File: src/rtl/fpa_pkg.sv
package fpa_pkg;

  localparam int WORD_W        = 32;
  localparam int CMD_W         = 4;
  localparam int FRAC_BITS_DEF = 8;

  typedef enum logic [CMD_W-1:0] {
    CMD_ADD     = 4'd0,
    CMD_SUB     = 4'd1,
    CMD_MUL     = 4'd2,
    CMD_DIV     = 4'd3,
    CMD_CMP     = 4'd4,
    CMD_INC     = 4'd5,
    CMD_DEC     = 4'd6,
    CMD_TOINT   = 4'd7,
    CMD_FROMINT = 4'd8
  } cmd_t;

  // item data that rides alongside the divider stages
  typedef struct packed {
    logic [WORD_W-1:0] res;     // result for every command except div
    logic              gt;
    logic              lt;
    logic              eq;
    logic              is_div;
    logic              neg;     // quotient sign
    logic              dz;
  } side_t;

  typedef struct packed {
    logic [WORD_W-1:0] value;
    logic              gt;
    logic              lt;
    logic              eq;
    logic              dz;
  } result_t;

endpackage

File: src/rtl/fpa_out.sv
module fpa_out (
  input  logic                clk,
  input  logic                rst,
  input  logic                in_valid,
  input  fpa_pkg::result_t    in_data,
  output logic                ready,
  output logic                out_valid,
  output fpa_pkg::result_t    out_data,
  input  logic                out_ready
);
  import fpa_pkg::*;

  logic    skid_valid;
  result_t skid_data;

  // pipeline advances only while the skid slot is empty
  assign ready = ~skid_valid;

  always_ff @(posedge clk) begin
    if (rst) begin
      out_valid  <= 1'b0;
      skid_valid <= 1'b0;
    end else if (skid_valid) begin
      if (out_ready) begin
        out_data   <= skid_data;
        skid_valid <= 1'b0;
      end
    end else if (in_valid) begin
      if (out_valid && !out_ready) begin
        skid_data  <= in_data;
        skid_valid <= 1'b1;
      end else begin
        out_data  <= in_data;
        out_valid <= 1'b1;
      end
    end else if (out_ready) begin
      out_valid <= 1'b0;
    end
  end

endmodule

File: config.mk
export PLATFORM = sky130hd
export DESIGN_NAME = fpa_out
export DESIGN_NICKNAME = d
export VERILOG_FILES = /design/src/rtl/fpa_pkg.sv /design/src/rtl/fpa_out.sv
export SDC_FILE = /design/constraint.sdc
export NUM_CORES = 1
export LEC_CHECK = 0
export BUFFER_PORTS_ARGS = -buffer_cell sky130_fd_sc_hd__buf_2
export CAP_MARGIN = 5
export CORE_ASPECT_RATIO = 1.75
export CORE_MARGIN = 8
export CORE_UTILIZATION = 35
export DETAILED_ROUTE_END_ITERATION = 10
export GPL_TIMING_DRIVEN = 0
export RECOVER_POWER = 50
export SYNTH_ARGS = -nofsm -noshare
export SYNTH_HDL_FRONTEND = slang
export SYNTH_SLANG_ARGS = --single-unit
File: constraint.sdc
create_clock -name clk -period 6.75 [get_ports clk]
set_input_delay 2.025 -clock clk [delete_from_list [all_inputs] [get_ports clk]]
set_output_delay 2.025 -clock clk [all_outputs]
set_load 0.02 [all_outputs]
==> flow_summary.toml <==
[run_status]
status = "finished with violations"
violations = "capacitance limit, slew limit"

[power]
power_density_nw_per_um2 = 295
pwr-share-clk = 0.425
combPwrFrac = 0.070
leakagePower_nw = 1.28
switching_share = 0.199
p_sw_w = 0.000208
finalPower_w = 0.00105
irDropWorstVdd_v = 0.000170
seq_power_share = 0.504
intPower_w = 0.000837

[sta]
hold-worst-slack_ns = 0.531
finalCritPeriodShare = 0.561
fmax_mhz = 264
hold_viol = 0
relSlewSlack = -0.0579
slew_viol_final = 5
fin_ws_ns = 2.97
rsz0062_at_grt = "no"
finalCriticalPeriod_ns = 3.78
worst_pin_slew_ns = 1.58
setup_viol = 0
fin_skew_ns = 0.00336
setup_tns_ns = 0

[critical_path]
worstSetupPathType = "input port to flip-flop"
crit_path_end_kind = "flip-flop"
crit_arrival_ns = 3.82
required_ns = 6.78
path_max_fanout = 17
critPathLaunchType = "input port"

[finish]
diodes = 0
drive_above_1_share = 0.529
final_nets = 259
regArea_um2 = 2200
syn_to_final_growth_pct = 30.5
fin_area_um2 = 3540
n_fill_cell = 697
multi_input_area_um2 = 462

[routing]
ant_nets = 0
drt-wirelength-per-cell_um = 17.5
routed_via_density = 4.69
drc = 0
drtIter0Drc = 176
dr.pass1.iters = 4
via_count = 1458
drt_wl_total_um = 5440

[floorplanning]
die_area_um2 = 10900
rows = 42
core-area_um2 = 7570
die_x_um = 82.5
pin_count = 78
die_y_um = 132
start_util = 0.358

[synthesis]
post-synth-top-area-fraction = 0.797
ys_seq_area_frac = 0.812
yosysUniqueCellTypes = 13
synth_edf_count = 72
synth_area_leaders = "edfxtp_1, mux2_2, dfxtp_1"
ys_seq_elements = 74
synth.most_common_cell = "edfxtp_1"
ys.flop_type = "edfxtp_1"
avgSynthCellArea_um2 = 21.9
syn_area_um2 = 2710
async_flop_share = 0
yosysTopAreaCell = "edfxtp_1"
synthTopCellsByCount = "edfxtp_1, mux2_2, buf_4, a211oi_2, dfxtp_1"
synth_nets = 164
yosysWarnings = 0
synthCells = 124

[clock_tree]
postCtsSetupBuffers = 0
htree_num_levels = 3
clock-sinks = 74
cts-resized-gates = 0
postCtsHoldBufs = 0
clockBufferDepth = 2
cts-buffers-inserted = 9
insertion_delay_ns = 0.33
clk_pin_slew_ns = 0.05
cts_root_buffer = "clkbuf_16"
tritoncts = "done"

[placement]
dpl-instance-area_um2 = 3320
io_buffer_count = 77
place_hpwl_um = 3980
gp_congestion = 0.690
pre_cts_ws_ns = 3.29

[global_route]
met2_usage = 0.174
met3_usage = 0.0407
grt_start_max_net_pins = 18
antenna_found_initial = 0
track_usage = 0.107
grt_pass1_wl_um = 8390
gr-usage-met1 = 0.107
busiest_layer = "met2"
overflow = 0
grt_pass1_vias = 1616

[run]
cap_violations = 1

[worst_hold_path]
min_path_type = "flip-flop to flip-flop"
[placed cells by master (no fill, tap or decap)]
cell       count
a211oi_1       2
buf_16         2
clkbuf_16      9
nor2b_1        1
mux2_2        36
clkinv_1       1
o32ai_1        1
inv_2          1
buf_2         59
buf_4          6
bufinv_16      1
clkbuf_1      22
inv_1          1
nand2b_1       1
nand2_1        1
dfxtp_1        2
nor4_1         1
buf_6          1
edfxtp_1      72
clkinv_2       2
o21ba_2        1
[path summary, 6_finish.rpt]
path,start,depth (start not counted),slack [ns],endpoint
worst min register to register,out_valid,2,0.53,out_valid
worst min-delay path,out_valid,2,0.53,out_valid
worst max-delay path,out_ready,4,2.97,out_data[24]
worst max register to register,skid_valid,4,4.24,out_data[24]
[power by group through the flow]
stage	Sequential [W]	Combinational [W]	Clock, W
floorplan	0.000553	0.0000240	0
global placement	0.000538	0.0000694	0
detailed placement	0.000536	0.0000786	0
CTS	0.000527	0.0000786	0.000457
global route	0.000528	0.0000796	0.000473
finish	0.000527	0.0000734	0.000445
[routing by layer]
layer,vias to the layer above,share of wire
li1,681,-
met1,715,0.37
met2,47,0.53
met3,15,0.066
met4,0,0.034
met5,-,0
[stage by stage]
| stage | util | cells |
|---|---|---|
| after floorplan | - | 124 |
| after global placement | 0.424 | 289 |
| after detailed placement | 0.438 | 296 |
| after CTS | 0.475 | 311 |
| after global routing | 0.468 | 311 |
| final | 0.468 | 311 |
[cells by family (layout without fill, tap and decap cells)]
kind of cell	count (synthesis)	in the layout	share of synthesized area
buffers and inverters	6	105	0.0138
AND/OR/NAND/NOR	4	4	0.00831
AO/OA/AOI/OAI	4	4	0.0162
flip-flops	74	74	0.812
multiplexers	36	36	0.150
[area by class of cell]
type	count	share of cell area
flip-flops and latches	74	0.622
inverters	2	0.00212
repair buffers	84	0.128
well taps	88	0.0311
clock buffers	11	0.0657
clock inverters	4	0.0124
plain buffers	4	0.00848
multi-input cells	44	0.130
[sequential cells by signal (all words and copies together) (netlist names)]
name / count
out_data: 36
out_valid: 1
skid_data: 36
skid_valid: 1
[worst max-delay path: stages]
cell and delay (ns):
clkbuf_1 0.14, o21ba_2 0.18, a211oi_1 1.21, buf_16 0.25
Note: power is estimated with default switching activity, not from simulation.
