<file path="config.mk">
export PLATFORM = sky130hd
export DESIGN_NAME = fpa_front
export DESIGN_NICKNAME = d
export VERILOG_FILES = /design/src/rtl/fpa_pkg.sv /design/src/rtl/fpa_front.sv
export SDC_FILE = /design/constraint.sdc
export NUM_CORES = 2
export LEC_CHECK = 0
export BUFFER_PORTS_ARGS = -buffer_cell sky130_fd_sc_hd__buf_2
export CORE_ASPECT_RATIO = 0.75
export CORE_UTILIZATION = 35
export CTS_BUF_LIST = sky130_fd_sc_hd__clkbuf_8
export DETAILED_ROUTE_END_ITERATION = 10
export PLACE_DENSITY = 0.54
export SLEW_MARGIN = 20
export SYNTH_ARGS = -nofsm -noshare
export SYNTH_HDL_FRONTEND = slang
export SYNTH_SLANG_ARGS = --single-unit
</file>
<file path="constraint.sdc">
create_clock -name clk -period 21.7 [get_ports clk]
set_clock_uncertainty 0.2 [all_clocks]
set_input_delay 2.17 -clock clk [delete_from_list [all_inputs] [get_ports clk]]
set_output_delay 2.17 -clock clk [all_outputs]
set_load 0.05 [all_outputs]
</file>
<file path="src/rtl/fpa_pkg.sv">
package fpa_pkg;

  localparam int WORD_W        = 32;
  localparam int CMD_W         = 4;
  localparam int FRAC_BITS_DEF = 8;

  typedef enum logic [CMD_W-1:0] {
    CMD_ADD     = 4'd0,
    CMD_SUB     = 4'd1,
    CMD_MUL     = 4'd2,
    CMD_DIV     = 4'd3,
    CMD_CMP     = 4'd4,
    CMD_INC     = 4'd5,
    CMD_DEC     = 4'd6,
    CMD_TOINT   = 4'd7,
    CMD_FROMINT = 4'd8
  } cmd_t;

  // item data that rides alongside the divider stages
  typedef struct packed {
    logic [WORD_W-1:0] res;     // result for every command except div
    logic              gt;
    logic              lt;
    logic              eq;
    logic              is_div;
    logic              neg;     // quotient sign
    logic              dz;
  } side_t;

  typedef struct packed {
    logic [WORD_W-1:0] value;
    logic              gt;
    logic              lt;
    logic              eq;
    logic              dz;
  } result_t;

endpackage

</file>
<file path="src/rtl/fpa_front.sv">
module fpa_front #(
  parameter int FRACTION_BITS = fpa_pkg::FRAC_BITS_DEF
) (
  input  logic                                      clk,
  input  logic                                      rst,
  input  logic                                      en,
  input  logic                                      in_valid,
  input  logic [fpa_pkg::CMD_W-1:0]                 cmd_in,
  input  logic signed [fpa_pkg::WORD_W-1:0]         a_in,
  input  logic signed [fpa_pkg::WORD_W-1:0]         b_in,
  output logic                                      out_valid,
  output fpa_pkg::side_t                            side,
  output logic [fpa_pkg::WORD_W+FRACTION_BITS-1:0]  dvd,
  output logic [fpa_pkg::WORD_W-1:0]                dsr
);
  import fpa_pkg::*;

  // stage A: operand capture and full product
  logic                           va;
  cmd_t                           cmd_a;
  logic signed [WORD_W-1:0]       a_a;
  logic signed [WORD_W-1:0]       b_a;
  logic signed [2*WORD_W-1:0]     prod_a;

  always_ff @(posedge clk) begin
    if (rst) begin
      va <= 1'b0;
    end else if (en) begin
      va <= in_valid;
    end
  end

  always_ff @(posedge clk) begin
    if (en) begin
      cmd_a  <= cmd_t'(cmd_in);
      a_a    <= a_in;
      b_a    <= b_in;
      prod_a <= a_in * b_in;
    end
  end

  // stage B: result select, flags, divider operand magnitudes
  side_t                     side_c;
  logic [WORD_W-1:0]         a_mag;
  logic [WORD_W-1:0]         b_mag;

  always_comb begin
    side_c = '0;
    unique case (cmd_a)
      CMD_ADD:     side_c.res = a_a + b_a;
      CMD_SUB:     side_c.res = a_a - b_a;
      CMD_MUL:     side_c.res = prod_a[FRACTION_BITS+WORD_W-1:FRACTION_BITS];
      CMD_DIV:     side_c.res = '0;
      CMD_CMP:     side_c.res = '0;
      CMD_INC:     side_c.res = a_a + WORD_W'(1);
      CMD_DEC:     side_c.res = a_a - WORD_W'(1);
      CMD_TOINT:   side_c.res = a_a >>> FRACTION_BITS;
      CMD_FROMINT: side_c.res = a_a << FRACTION_BITS;
      default:     side_c.res = '0;
    endcase
    side_c.gt     = a_a > b_a;
    side_c.lt     = a_a < b_a;
    side_c.eq     = a_a == b_a;
    side_c.is_div = cmd_a == CMD_DIV;
    side_c.dz     = (cmd_a == CMD_DIV) && (b_a == '0);
    side_c.neg    = a_a[WORD_W-1] ^ b_a[WORD_W-1];
  end

  // magnitude of the most negative value still fits unsigned
  assign a_mag = a_a[WORD_W-1] ? WORD_W'(-a_a) : WORD_W'(a_a);
  assign b_mag = b_a[WORD_W-1] ? WORD_W'(-b_a) : WORD_W'(b_a);

  always_ff @(posedge clk) begin
    if (rst) begin
      out_valid <= 1'b0;
    end else if (en) begin
      out_valid <= va;
    end
  end

  always_ff @(posedge clk) begin
    if (en) begin
      side <= side_c;
      dvd  <= {a_mag, {FRACTION_BITS{1'b0}}};
      dsr  <= b_mag;
    end
  end

endmodule

</file>
==> reports/qor.txt <==
===============================================================================
Status ........................................................... complete, no violations
Post-synth ARST share ............................................           0%
DRC violation count after routing ................................            0
Die Area .........................................................   0.101 mm^2
Number of max-cap violations .....................................            0
All-layer global routing usage ...................................        21.7%
Number of max-slew violations in the final report ................            0
TritonCTS clock tree .............................................         done
Clock root cell .................................................. sky130_fd_sc_hd__clkbuf_8
Crit path arrival time ...........................................      9.66 ns
Mapped cell area .................................................  0.0349 mm^2
Effective utilization at floorplan ...............................        35.6%
Critical path class ..............................................       in2reg
CP bufs+invs .....................................................            6
Detailed-route vias per instance .................................         5.00
Via count of the first global-routing pass .......................        26000
DRT antenna net count ............................................            0
Via count ........................................................        25000
Number of hold buffers added after CTS ...........................            0
Top_reg_cell synth ............................................... sky130_fd_sc_hd__edfxtp_1
CP startpoint ....................................................      a_in[8]
Routed WL ........................................................    107000 um
RR Endpoint ...................................................... side[35]$_DFFE_PP_
Top Family by Delay on Critical Path .............................  adder cells
Clk_lat worst skew ...............................................      0.62 ns
Largest driver fanout on the critical path .......................           33
#FFs+latches synth ...............................................          204
Final layout net count ...........................................         4583
# Post-CTS Setup Buffers .........................................            0
TritonCTS Buffers ................................................           40
Synth warn .......................................................            0
Syn_area_per_cell ................................................    9.77 um^2
Layout overhead on the synthesized area ..........................        7.99%
Final total negative setup slack .................................         0 ns
Number of resized instances in the post-cts repair step ..........            0
Critical Path Most Common Cell ................................... sky130_fd_sc_hd__fa_1
Overall die width ................................................       367 um
Maximum buffer depth of the clock tree ...........................            3
Final setup vio count ............................................            0
Count of flip-flops with a built-in enable after synthesis .......          202
Worst hold-check path type .......................................      reg2reg
Share of layout cells above drive strength 1 .....................        7.62%
Number of endpoints with negative hold slack in the final report .            0
Peak per-stage delay on the critical path ........................      0.73 ns
Number of buffers added on ports .................................          174
Overall overflow remaining after global route ....................            0
Share of synthesized area occupied by flip-flops and latches .....        17.5%
Last weighted congestion value of the routability-driven placer ..        0.955
Filler instances .................................................         9884
Post-synthesis instance total ....................................         3573
Chip height ......................................................       275 um
HPWL after detailed placement ....................................     82800 um
Initial antenna violation count ..................................           11
Worst-case headroom to the max-slew limit ........................        28.2%
RR Startpoint .................................................... b_a[1]$_DFFE_PP_
CP startpoint kind ...............................................    input pin
CP Capture Type ..................................................     register
Fmax .............................................................    0.105 GHz
Wire length of the first global-routing pass .....................    165000 um
# IOs ............................................................          183
Avg WL per Cell ..................................................      21.5 um
Number of DRC markers in iteration 0 .............................         2225
Count of standard-cell rows ......................................           99
Register-to-Register Setup Slack .................................     15.91 ns
Post-synth cell types ............................................           73
Capturing element of the worst setup path ........................ prod_a[37]$_DFFE_PP_
Area of the core .................................................  0.0980 mm^2
Final worst path period need .....................................      9.51 ns
Setup repair after global routing missed its margin ..............           no
Detailed Routing Iterations Pass 1 ...............................            6
Worst r2r path cells .............................................           21
Clock Pin Slew Worst Setup and Hold Paths ........................      0.05 ns
Maximum number of pins on one net before global-route repair .....           74
Share of the cycle needed by the critical path after routing .....        43.8%
Count of clock tree sinks ........................................          204
Endpoint required time on the critical path ......................     21.85 ns
Number of gates on the worst path with buffers counted ...........           26
Least-Margin Pin Slew ............................................      1.07 ns
Max stage delay cell, worst path ................................. sky130_fd_sc_hd__buf_2
H-tree levels ....................................................            2
===============================================================================
cell usage after synthesis, types with 4 or more instances:
cell type,count,area share [%]
sky130_fd_sc_hd__a211oi_1,9,0.19
sky130_fd_sc_hd__a21o_1,38,0.82
sky130_fd_sc_hd__a21oi_1,78,1.1
sky130_fd_sc_hd__a221o_1,6,0.17
sky130_fd_sc_hd__a221oi_1,6,0.15
sky130_fd_sc_hd__a222oi_1,20,0.57
sky130_fd_sc_hd__a31oi_1,8,0.14
sky130_fd_sc_hd__and2_1,430,7.7
sky130_fd_sc_hd__and3_1,4,0.072
sky130_fd_sc_hd__and4_1,4,0.10
sky130_fd_sc_hd__buf_4,8,0.17
sky130_fd_sc_hd__clkbuf_1,166,1.8
sky130_fd_sc_hd__edfxtp_1,202,17
sky130_fd_sc_hd__fa_1,644,37
sky130_fd_sc_hd__ha_1,220,7.9
sky130_fd_sc_hd__inv_1,728,7.8
sky130_fd_sc_hd__mux2i_1,5,0.14
sky130_fd_sc_hd__nand2_1,388,4.2
sky130_fd_sc_hd__nand2b_1,34,0.61
sky130_fd_sc_hd__nand3_1,18,0.26
sky130_fd_sc_hd__nand4_1,13,0.23
sky130_fd_sc_hd__nor2_1,53,0.57
sky130_fd_sc_hd__nor2b_1,19,0.34
sky130_fd_sc_hd__nor3_1,16,0.23
sky130_fd_sc_hd__nor4_1,8,0.14
sky130_fd_sc_hd__nor4b_1,4,0.10
sky130_fd_sc_hd__o211ai_1,11,0.24
sky130_fd_sc_hd__o21a_1,13,0.28
sky130_fd_sc_hd__o21ai_0,80,1.1
sky130_fd_sc_hd__o21bai_1,10,0.22
sky130_fd_sc_hd__o221ai_1,15,0.38
sky130_fd_sc_hd__o31ai_1,8,0.17
sky130_fd_sc_hd__o41ai_1,4,0.10
sky130_fd_sc_hd__or2_2,5,0.090
sky130_fd_sc_hd__or3_1,13,0.23
sky130_fd_sc_hd__or3_4,5,0.16
sky130_fd_sc_hd__or4_1,5,0.11
sky130_fd_sc_hd__xnor2_1,173,4.3
sky130_fd_sc_hd__xor2_1,48,1.2
tightest hold or removal path, delay by kind of cell (launching register included):
kind             cells  cell delay [ns]
DFF                  1             0.32
and+or+nand+nor      1             0.08
muxes                1             0.06
through the flow:
step / area [um^2] / utilization [%] / setup slack (ns) / hold WS, ns / std cells
5_1_grt: 37700 / 38.4 / 11.83 / 0.322 / 4986
6_report: 37700 / 38.5 / 12.19 / 0.293 / 4991
4_1_cts: 37700 / 38.4 / 12.25 / 0.305 / 4986
3_3_place_gp: 37000 / 37.7 / 11.68 / 0.279 / 4918
2_1_floorplan: 34900 / - / 12.56 / 0.260 / 3580
3_5_place_dp: 37000 / 37.7 / 11.59 / 0.292 / 4918
worst min-delay path by stage:
stage                            from                      to  slack, ns  cells after the start
2_1_floorplan         va$_SDFFE_PP0P_         va$_SDFFE_PP0P_       0.26                      2
3_3_place_gp   out_valid$_SDFFE_PP0P_  out_valid$_SDFFE_PP0P_       0.28                      2
3_5_place_dp          va$_SDFFE_PP0P_         va$_SDFFE_PP0P_       0.29                      2
4_1_cts               va$_SDFFE_PP0P_         va$_SDFFE_PP0P_       0.31                      2
5_1_grt               va$_SDFFE_PP0P_         va$_SDFFE_PP0P_       0.32                      2
6_report              va$_SDFFE_PP0P_         va$_SDFFE_PP0P_       0.29                      2
layer usage:
layer	up-vias	track usage, %	routed length (um)
li1	11200	-	-
met1	12800	33.7	52500
met2	897	32.3	44900
met3	79	3.15	8620
met4	2	3.25	1360
met5	-	0	10
cell usage in the layout (no fill, tap or decap), types with 13 or more instances in the layout:
cell / count
sky130_fd_sc_hd__o21ai_0: 80
sky130_fd_sc_hd__xnor2_1: 173
sky130_fd_sc_hd__o21a_1: 13
sky130_fd_sc_hd__xor2_1: 48
sky130_fd_sc_hd__nand2b_1: 34
sky130_fd_sc_hd__a21o_1: 38
sky130_fd_sc_hd__a222oi_1: 20
sky130_fd_sc_hd__a21oi_1: 78
sky130_fd_sc_hd__fa_1: 644
sky130_fd_sc_hd__nand3_1: 18
sky130_fd_sc_hd__clkbuf_8: 41
sky130_fd_sc_hd__buf_4: 28
sky130_fd_sc_hd__edfxtp_1: 202
sky130_fd_sc_hd__nand4_1: 13
sky130_fd_sc_hd__nor2b_1: 19
sky130_fd_sc_hd__nor2_1: 52
sky130_fd_sc_hd__nand2_1: 388
sky130_fd_sc_hd__ha_1: 220
sky130_fd_sc_hd__or3_1: 13
sky130_fd_sc_hd__o221ai_1: 15
sky130_fd_sc_hd__inv_1: 732
sky130_fd_sc_hd__and2_1: 430
sky130_fd_sc_hd__nor3_1: 16
sky130_fd_sc_hd__buf_2: 173
cell type report:
class	instances	area, um^2	area share (%)
sequential	204	6110	16.2
antenna	5	12.5	0.0332
inverter	728	2730	7.25
clock buffer	40	551	1.46
tap	1313	1640	4.36
clock inverter	28	141	0.375
multi-input combinational	2471	25400	67.4
timing repair buffer	202	1090	2.89
state kept, by name, indices dropped and copies added, names as in the netlist:
signal / flops
cmd_a: 4
prod_a: 32
side: 38
a_a: 32
dsr: 32
out_valid: 1
va: 1
dvd: 32
b_a: 32
kinds of logic (layout without fill, tap and decap cells):
logic type	after synthesis	in the layout	share of synthesized area (%)
AND/OR/NAND/NOR	1031	1031	15.5
buffers and inverters	905	998	9.83
adder cells (fa/ha/maj)	864	864	44.8
AO/OA/AOI/OAI	342	342	6.63
XOR/XNOR	221	221	5.55
flip-flops	204	204	17.5
multiplexers	5	5	0.143
other	1	13	0.0107
Power is not shown: default switching activity piles up to over one toggle a cycle in this logic, so the estimate is an artifact.
