File: src/rtl/fpa_pkg.sv
package fpa_pkg;

  localparam int WORD_W        = 32;
  localparam int CMD_W         = 4;
  localparam int FRAC_BITS_DEF = 8;

  typedef enum logic [CMD_W-1:0] {
    CMD_ADD     = 4'd0,
    CMD_SUB     = 4'd1,
    CMD_MUL     = 4'd2,
    CMD_DIV     = 4'd3,
    CMD_CMP     = 4'd4,
    CMD_INC     = 4'd5,
    CMD_DEC     = 4'd6,
    CMD_TOINT   = 4'd7,
    CMD_FROMINT = 4'd8
  } cmd_t;

  // item data that rides alongside the divider stages
  typedef struct packed {
    logic [WORD_W-1:0] res;     // result for every command except div
    logic              gt;
    logic              lt;
    logic              eq;
    logic              is_div;
    logic              neg;     // quotient sign
    logic              dz;
  } side_t;

  typedef struct packed {
    logic [WORD_W-1:0] value;
    logic              gt;
    logic              lt;
    logic              eq;
    logic              dz;
  } result_t;

endpackage

File: src/rtl/fpa_div_stage.sv
module fpa_div_stage #(
  parameter int DVD_W = fpa_pkg::WORD_W + fpa_pkg::FRAC_BITS_DEF
) (
  input  logic                          clk,
  input  logic                          rst,
  input  logic                          en,
  input  logic                          in_valid,
  input  fpa_pkg::side_t                side_in,
  input  logic [fpa_pkg::WORD_W-1:0]    rem_in,
  input  logic [DVD_W-1:0]              dvd_in,
  input  logic [fpa_pkg::WORD_W-1:0]    dsr_in,
  output logic                          out_valid,
  output fpa_pkg::side_t                side_out,
  output logic [fpa_pkg::WORD_W-1:0]    rem_out,
  output logic [DVD_W-1:0]              dvd_out,
  output logic [fpa_pkg::WORD_W-1:0]    dsr_out
);
  import fpa_pkg::*;

  logic [WORD_W:0]   trial;
  logic [WORD_W:0]   diff;
  logic              qbit;
  logic [WORD_W-1:0] rem_next;

  // one restoring step: shift in the next dividend bit, subtract if it fits
  assign trial    = {rem_in, dvd_in[DVD_W-1]};
  assign diff     = trial - {1'b0, dsr_in};
  assign qbit     = ~diff[WORD_W];
  assign rem_next = qbit ? diff[WORD_W-1:0] : trial[WORD_W-1:0];

  always_ff @(posedge clk) begin
    if (rst) begin
      out_valid <= 1'b0;
    end else if (en) begin
      out_valid <= in_valid;
    end
  end

  always_ff @(posedge clk) begin
    if (en) begin
      side_out <= side_in;
      rem_out  <= rem_next;
      dvd_out  <= {dvd_in[DVD_W-2:0], qbit};
      dsr_out  <= dsr_in;
    end
  end

endmodule

File: config.mk
export PLATFORM = sky130hd
export DESIGN_NAME = fpa_div_stage
export DESIGN_NICKNAME = d
export VERILOG_FILES = /design/src/rtl/fpa_pkg.sv /design/src/rtl/fpa_div_stage.sv
export SDC_FILE = /design/constraint.sdc
export NUM_CORES = 1
export LEC_CHECK = 0
export ABC_CLOCK_PERIOD_IN_PS = 8410
export BUFFER_PORTS_ARGS = -buffer_cell sky130_fd_sc_hd__buf_2
export CAP_MARGIN = 15
export CORE_AREA = 2 2 112 136
export DETAILED_ROUTE_END_ITERATION = 10
export DIE_AREA = 0 0 114 138
export GPL_TIMING_DRIVEN = 0
export HOLD_SLACK_MARGIN = 0.06
export PLACE_DENSITY = 0.86
export REMOVE_ABC_BUFFERS = 1
export SETUP_SLACK_MARGIN = 0.5
export SYNTH_ARGS = -nofsm -noshare
export SYNTH_HDL_FRONTEND = slang
export SYNTH_SLANG_ARGS = --single-unit
export TNS_END_PERCENT = 50
File: constraint.sdc
create_clock -name clk -period 8.41 [get_ports clk]
set_input_delay 1.682 -clock clk [delete_from_list [all_inputs] [get_ports clk]]
set_output_delay 1.682 -clock clk [all_outputs]
set_load 0.02 [all_outputs]
==> metrics.yaml, run 1 <==
status: "complete, no violations"
cts_setup_buffers: 0
setup_viol: 0
ctsResizeCount: 0
wl_mm: 17.1
cp_max_fo: 20
skew_ns: 0
final_common_cell: "buf_2"
ios: 289
synth_edf_count: 142
holdCritPathClass: "reg2reg"
vdd_drop_max_mv: 0.110
drive_above_1_share: 0.445
drt_iter0_drc: 340
worstMarginPinSlew_ns: 0.625
chipHeight_um: 138
drtPass1Iterations: 5
antenna_left: 0
post_drt_via_cell_ratio: 5.15
drc: 0
grt_pass1_vias: 5050
syn_avg_cell_area_um2: 13.9
slew_headroom: 0.583
wl_per_cell_um: 17.4
crit_path_start_kind: "primary input"
rrSetupSlack_ns: 7.82
maxCapViolations: 0
cts-root-buf: "clkbuf_16"
power_density_nw_per_um2: 225
rsz0062_at_grt: "false"
dp_hpwl_mm: 13.2
placed_area_um2: 8440
slew_viol_final: 0
hold_buffers: 0
grt_pass1_wl_mm: 25.9
cts_buffer_depth: 2
cts_made_buffers: 17
rows: 49
grt_usage: 0.216
grt_overflow: 0
fin_tns_setup_ns: 0
yosys_register_bits: 143
path_clk_slew_ns: 0.06
dr_total_vias: 5051
cts_htree_levels: 4
stdcell_area_um2: 9000
critPathRequiredTime_ns: 8.58
cts_tree: "built"
fmax_ghz: 0.212
mostFrequentLayoutCells: "buf_2 (287), edfxtp_1 (142), inv_1 (38), a21oi_1 (38), ha_1 (32)"
synth_cells: 489
die-width_um: 114
fin_crit_sh: 0.560
die-area_um2: 15700
endpoint_kind: "flop"
ys.flop_type: "edfxtp_1"
min_period_ns: 4.71
ys_async_sr_fraction: 0
yosysUniqueCellTypes: 50
syn2layout_area_growth_pct: 32.5
hold_violations: 0
syn_area_um2: 6790
nets: 966
core-area_um2: 14600
io_buffers: 288
initial_utilization: 0.465
path_class: "in2reg"
p_leak_uw: 0.00410
clk_latency_ns: 0.41
gp_congestion: 0.862
antenna_found_initial: 5
synth-seq-area-share: 0.631
clock-sinks: 143
grt_max_degree: 78
yosysWarnings: 0
critical_path_arrival_ns: 4.88
-- layout make-up --
type | count | area (µm²)
diodes | 2 | 5.00
clock buffers | 18 | 429
flip-flops and latches | 143 | 4280
inverters | 38 | 143
fillers | 1133 | 5590
repair buffers | 290 | 1500
well taps | 178 | 223
multi-input cells | 297 | 2300
clock inverters | 14 | 123
-- path summary, 6_finish.rpt --
path | cells after the start | endpoint | from
setup / recovery | 13 | rem_out[2] | dvd_in[39]
hold / removal | 2 | out_valid | out_valid
setup reg to reg | 2 | out_valid | out_valid
hold reg to reg | 2 | out_valid | out_valid
-- worst max-delay path: stages --
cell and delay [ns]:
buf_2 0.07, inv_1 0.04, ha_1 0.23, fa_1 0.40, nand2b_1 0.19, a21oi_1 0.25
o211ai_1 0.21, a21oi_1 0.28, o31a_2 0.24, mux2i_1 0.12, nor2_4 0.51, buf_12 0.28
mux2_2 0.36
-- kinds of logic (layout without fill, tap and decap cells) --
kind of cell / Yosys count / after routing / synth area share
flops: 143 / 143 / 0.631
mux: 34 / 34 / 0.0691
xor+xnor: 23 / 23 / 0.0297
compound gates: 107 / 107 / 0.101
simple gates: 100 / 100 / 0.0759
fa+ha+maj: 33 / 33 / 0.0619
buf+inv: 49 / 360 / 0.0319
other cells: 0 / 2 / 0
-- layer usage --
layer | up-vias | global-route usage | wire length [µm]
met3 | 46 | 0.0710 | 1390
met5 | - | 0 | 27
li1 | 2441 | - | -
met2 | 229 | 0.374 | 8630
met4 | 4 | 0.0982 | 578
met1 | 2331 | 0.240 | 6440
-- state kept, by name, indices dropped and copies added (netlist names) --
signal / count
dsr_out: 32
dvd_out: 40
out_valid: 1
rem_out: 32
side_out: 38
-- power by group --
group / total [µW] / internal [µW] / switching, µW
registers: 882 / 867 / 15.5
logic: 441 / 181 / 261
clock network: 698 / 387 / 311
total: 2020 / 1430 / 587
-- per-stage QoR --
step / cells / hold WS (ns) / setup WS (ns) / power [µW] / utilization
after floorplan: 478 / 0.579 / 3.24 / 1180 / -
after global routing: 980 / 0.542 / 3.54 / 2100 / 0.617
after global placement: 944 / 0.469 / 2.23 / 1330 / 0.574
final: 980 / 0.503 / 3.70 / 2020 / 0.617
after detailed placement: 946 / 0.496 / 3.27 / 1340 / 0.578
after CTS: 978 / 0.511 / 3.71 / 2040 / 0.616
-- synthesized netlist by cell type, types with 2 or more instances --
| library cell | count | area, µm² |
|---|---|---|
| edfxtp_1 | 142 | 4260 |
| a21oi_1 | 38 | 190 |
| inv_1 | 38 | 143 |
| ha_1 | 32 | 400 |
| nand2_1 | 27 | 101 |
| mux2_4 | 25 | 375 |
| nor2_1 | 19 | 71.3 |
| a21o_1 | 18 | 135 |
| o21ai_0 | 17 | 85.1 |
| xnor2_1 | 13 | 114 |
| nand3_1 | 10 | 50.1 |
| xor2_1 | 10 | 87.6 |
| nand2b_1 | 8 | 50.1 |
| mux2i_1 | 6 | 60.1 |
| nand4_1 | 6 | 37.5 |
| o211ai_1 | 6 | 45.0 |
| clkbuf_1 | 5 | 18.8 |
| nor2b_1 | 5 | 31.3 |
| o21a_1 | 5 | 37.5 |
| o21bai_1 | 5 | 37.5 |
| and3_1 | 4 | 25.0 |
| buf_6 | 4 | 45.0 |
| nor3_1 | 4 | 20.0 |
| a211oi_1 | 3 | 22.5 |
| a21bo_2 | 3 | 30.0 |
| and2_1 | 3 | 18.8 |
| and4_1 | 3 | 26.3 |
| mux2_2 | 3 | 33.8 |
| nand3b_1 | 2 | 15.0 |
| nor4_1 | 2 | 12.5 |
| nor4b_1 | 2 | 17.5 |
| o31ai_1 | 2 | 15.0 |
| or3_1 | 2 | 12.5 |
Note: power is estimated with default switching activity, not from simulation.
==> run 2: changes to the inputs <==
- ABC_CLOCK_PERIOD_IN_PS: 8410 -> 4100
- CORE_AREA: 2 2 112 136 -> 2 2 117 142
- DIE_AREA: 0 0 114 138 -> 0 0 119 144
- PLACE_DENSITY: 0.86 -> 0.83
- clock period: 8.41 -> 4.1 ns (I/O delays scaled with it)
==> metrics.yaml, run 2 (synthesis results as in run 1) <==
post_drt_via_cell_ratio: 4.95
dr_total_vias: 5043
min_from: "out_valid"
rows: 51
gp_congestion: 0.828
status: "complete, no violations"
reg2reg_depth: 2
grt_usage: 0.200
wl_mm: 17.6
cts_tree: "built"
path_class: "in2reg"
crit_family: "compound AO/OA/AOI/OAI gates"
core-area_um2: 15900
path_clk_slew_ns: 0.06
clk_latency_ns: 0.42
die-area_um2: 17100
ctsResizeCount: 0
crit_chain: "buf_2, inv_1, ha_1, fa_1, nand2b_1, a21oi_1, o211ai_1, a21oi_1, o31a_2, mux2i_1, nor2_4, buf_4, mux2_4"
critical_path_arrival_ns: 3.63
drive_above_1_share: 0.446
drt_iter0_drc: 315
reg2reg_to: "out_valid"
largest_register: "dvd_out"
reg_top3: "dvd_out x40, side_out x38"
final_util: 0.571
endpoint_kind: "flop"
path_buf_inv: 3
fin_crit_sh: 0.844
cpPeakStageDelay_ns: 0.42
vdd_drop_max_mv: 0.263
holdCritPathClass: "reg2reg"
slew_headroom: 0.652
chipHeight_um: 144
post-place-ws_ns: -0.138
clock-sinks: 143
hold_depth: 2
fillCellCount: 1316
cp-startpoint: "dvd_in[39]"
grt_pass1_wl_mm: 25.6
final_common_cell: "buf_2"
skew_ns: 0
crit_path_top_delay_cell: "fa_1"
min_period_ns: 3.46
power_density_nw_per_um2: 467
wl_per_cell_um: 17.3
dp_hpwl_mm: 13.6
hold_end: "out_valid"
hold_buffers: 0
p_leak_uw: 0.00412
r2r-start: "out_valid"
grt_pass1_vias: 4793
fmax_ghz: 0.289
slew_viol_final: 0
setup_viol: 0
initial_utilization: 0.427
antenna_found_initial: 9
cts_htree_levels: 4
antenna_left: 0
worstMarginPinSlew_ns: 0.519
crit_path_start_kind: "primary input"
cts_setup_buffers: 1
worst_slack_ns: 0.639
cp_common_cell: "a21oi_1"
cp_max_fo: 11
rrSetupSlack_ns: 3.51
hold_violations: 0
io_buffers: 288
drtPass1Iterations: 5
syn2layout_area_growth_pct: 33.6
cts_made_buffers: 17
largest_register_ffs: 40
maxCapViolations: 0
rsz0062_at_grt: "false"
grt_overflow: 0
ios: 289
critPathRequiredTime_ns: 4.27
nets: 967
grt_max_degree: 105
cts_buffer_depth: 2
drc: 0
mostFrequentLayoutCells: "buf_2 (287), edfxtp_1 (142), inv_1 (38), a21oi_1 (38), ha_1 (32)"
cts-root-buf: "clkbuf_16"
die-width_um: 119
## run 2: cell types whose count changed in the layout (fill, tap and decap cells not counted)
| cell | previous run | this run |
|---|---|---|
| bufinv_16 | 0 | 1 |
| diode_2 | 2 | 5 |
| inv_6 | 6 | 7 |
| buf_4 | 0 | 1 |
| clkinv_4 | 2 | 0 |
## run 2: final cells by class
class,instances,area [µm²],share of cell area
tap,212,265,0.0292
multi-input combinational,297,2300,0.253
sequential,143,4280,0.472
inverter,38,143,0.0157
clock inverter,14,144,0.0159
clock buffer,18,429,0.0473
antenna,5,12.5,0.00138
timing repair buffer,291,1500,0.166
## run 2: how the worst max path moves through the flow
stage | cells past startpoint | end | slack (ns)
after floorplan | 11 | rem_out[2] | -0.21
after global placement | 12 | rem_out[2] | -1.25
after detailed placement | 13 | rem_out[2] | -0.14
after CTS | 13 | rem_out[21] | 0.67
after global routing | 13 | rem_out[21] | 0.53
final | 13 | rem_out[21] | 0.64
## run 2: report_power, final
part	total [µW]	internal [µW]	switching (µW)
clock	1520	856	662
sequential	1810	1780	31.5
combinational	909	373	536
total	4240	3010	1230
## run 2: metal layers
metal | vias up | wire length (µm) | track usage
met3 | 31 | 1550 | 0.0812
met2 | 207 | 9010 | 0.352
li1 | 2445 | - | -
met1 | 2352 | 6640 | 0.213
met4 | 8 | 400 | 0.0827
met5 | - | 46 | 0
## run 2: per-stage QoR
step	area, µm²	power (µW)	std cells	TNS [ns]	hold WS (ns)
2_1_floorplan	6720	2410	478	-3.94	0.579
3_3_place_gp	8420	2730	978	-37.37	0.471
3_5_place_dp	8480	2750	980	-1.84	0.486
4_1_cts	9060	4270	1013	0	0.501
5_1_grt	9070	4400	1016	0	0.539
6_report	9080	4240	1018	0	0.505
## run 2: worst min-delay path: stages, from the launching register on
cell and delay (ns):
dfxtp_1 0.33, mux2i_1 0.07, nor2_1 0.07
==> run 3: changes to the inputs <==
- ABC_CLOCK_PERIOD_IN_PS: 4100 -> 3190
- CORE_AREA: 2 2 117 142 -> 2 2 112 136
- DIE_AREA: 0 0 119 144 -> 0 0 114 138
- PLACE_DENSITY: 0.83 -> 0.86
- clock period: 4.1 -> 3.19 ns (I/O delays scaled with it)
==> metrics.yaml, run 3 (synthesis results as in run 1) <==
status: "complete, no violations"
mostFrequentLayoutCells: "buf_2 (283), edfxtp_1 (142), inv_1 (36)"
antenna_left: 0
largest_register_ffs: 40
dr_total_vias: 5228
setup_viol: 0
slew_headroom: 0.575
power.share.sequential: 0.423
power_switching_uw: 1600
slew_viol_final: 0
p_comb_frac: 0.242
final_common_cell: "buf_2"
crit_chain: "buf_6, inv_4, ha_4, fa_2, nand2b_4, a21oi_4, o211ai_1, buf_4, a21oi_4, o31a_4, mux2i_4, nor2_4, buf_12, buf_12, mux2_4"
grt_pass1_wl_mm: 26.9
cts_tree: "built"
clock-sinks: 143
min_from: "rst"
cts_made_buffers: 17
min_period_ns: 2.91
nets: 986
grt_max_degree: 78
syn2layout_area_growth_pct: 39.5
drive_above_1_share: 0.491
drc: 0
skew_ns: 0
path_clk_slew_ns: 0.06
worstMarginPinSlew_ns: 0.637
fillCellCount: 1065
critPathRequiredTime_ns: 3.35
cts_htree_levels: 4
vdd_drop_max_mv: 0.287
fin_tns_setup_ns: 0
endpoint_kind: "flop"
fin_crit_sh: 0.913
cpPeakStageDelay_ns: 0.33
core-area_um2: 14600
reg_top3: "dvd_out x40, side_out x38"
internal-power_uw: 3890
chipHeight_um: 138
multi_input_area_um2: 2480
holdWs_ns: 0.377
fmax_ghz: 0.343
gp_congestion: 0.862
crit_path_top_delay_cell: "fa_2"
cts_buffer_depth: 2
largest_register: "dvd_out"
cts-root-buf: "clkbuf_16"
io_buffers: 288
rows: 49
rsz0062_at_grt: "true"
maxCapViolations: 0
grt_usage: 0.224
power_density_nw_per_um2: 580
path_class: "in2reg"
crit_path_start_kind: "primary input"
clkPwrFrac: 0.335
holdCritPathClass: "in2reg"
drtPass1Iterations: 5
regArea_um2: 4280
grt_pass1_vias: 5218
die-area_um2: 15700
wl_per_cell_um: 18.2
wl_mm: 18.2
grt_overflow: 0
dp_hpwl_mm: 13.2
cp-startpoint: "dvd_in[39]"
antenna_found_initial: 5
cp_max_fo: 5
drt_iter0_drc: 348
die-width_um: 114
clk_latency_ns: 0.41
post_drt_via_cell_ratio: 5.23
hold_violations: 0
critical_path_arrival_ns: 3.07
ios: 289
initial_utilization: 0.465
p_leak_uw: 0.00427
p_sw_frac: 0.292
r2r-start: "out_valid"
[run 3: what timing repair did]
action                                  CTS  global route
pin swaps                                 8            10
gates cloned                              3             1
hold buffers                              0             0
resized for setup                        23            33
endpoints found under the setup margin   33            33
buffers inserted                          9             7
[run 3: path summary, 6_finish.rpt]
check | slack [ns] | to | depth (start not counted)
hold / removal | 0.38 | out_valid | 2
hold reg to reg | 0.50 | out_valid | 2
setup reg to reg | 2.60 | out_valid | 2
setup / recovery | 0.28 | rem_out[30] | 15
[run 3: layout make-up]
| cell class | instances | area share |
|---|---|---|
| antenna | 2 | 0.000528 |
| inverter | 38 | 0.0156 |
| clock inverter | 14 | 0.0129 |
| tap | 178 | 0.0235 |
| multi-input combinational | 297 | 0.262 |
| timing repair buffer | 310 | 0.188 |
| clock buffer | 18 | 0.0453 |
| sequential | 143 | 0.452 |
[run 3: metal layers]
layer,GRT usage,vias up,routed length [µm]
met5,0,-,27
met4,0.109,4,738
met3,0.0732,54,1450
met2,0.390,238,9270
met1,0.243,2451,6690
li1,-,2481,-
[run 3: through the flow]
step / area [µm²] / utilization / std cells / total power [µW] / worst slack [ns]
floorplan: 6720 / - / 478 / 3100 / -0.939
global placement: 8380 / 0.574 / 944 / 3500 / -1.95
detailed placement: 8440 / 0.578 / 946 / 3530 / -0.904
CTS: 9250 / 0.634 / 990 / 5470 / 0.244
global route: 9470 / 0.649 / 1000 / 5700 / 0.222
finish: 9470 / 0.649 / 1000 / 5490 / 0.277
[run 3: power groups by stage]
stage | combinational [µW] | sequential [µW] | clock, µW
after global placement | 1130 | 2370 | 0
after floorplan | 488 | 2610 | 0
after detailed placement | 1160 | 2370 | 0
after CTS | 1260 | 2330 | 1880
final | 1330 | 2330 | 1840
after global routing | 1420 | 2340 | 1940
[run 3: critical path, delay by kind of cell]
family                   cells  cell delay (ns)
adder cells (fa/ha/maj)      2             0.48
buffers and inverters        5             0.56
AND/OR/NAND/NOR              2             0.24
multiplexers                 2             0.54
AO/OA/AOI/OAI                4             0.60
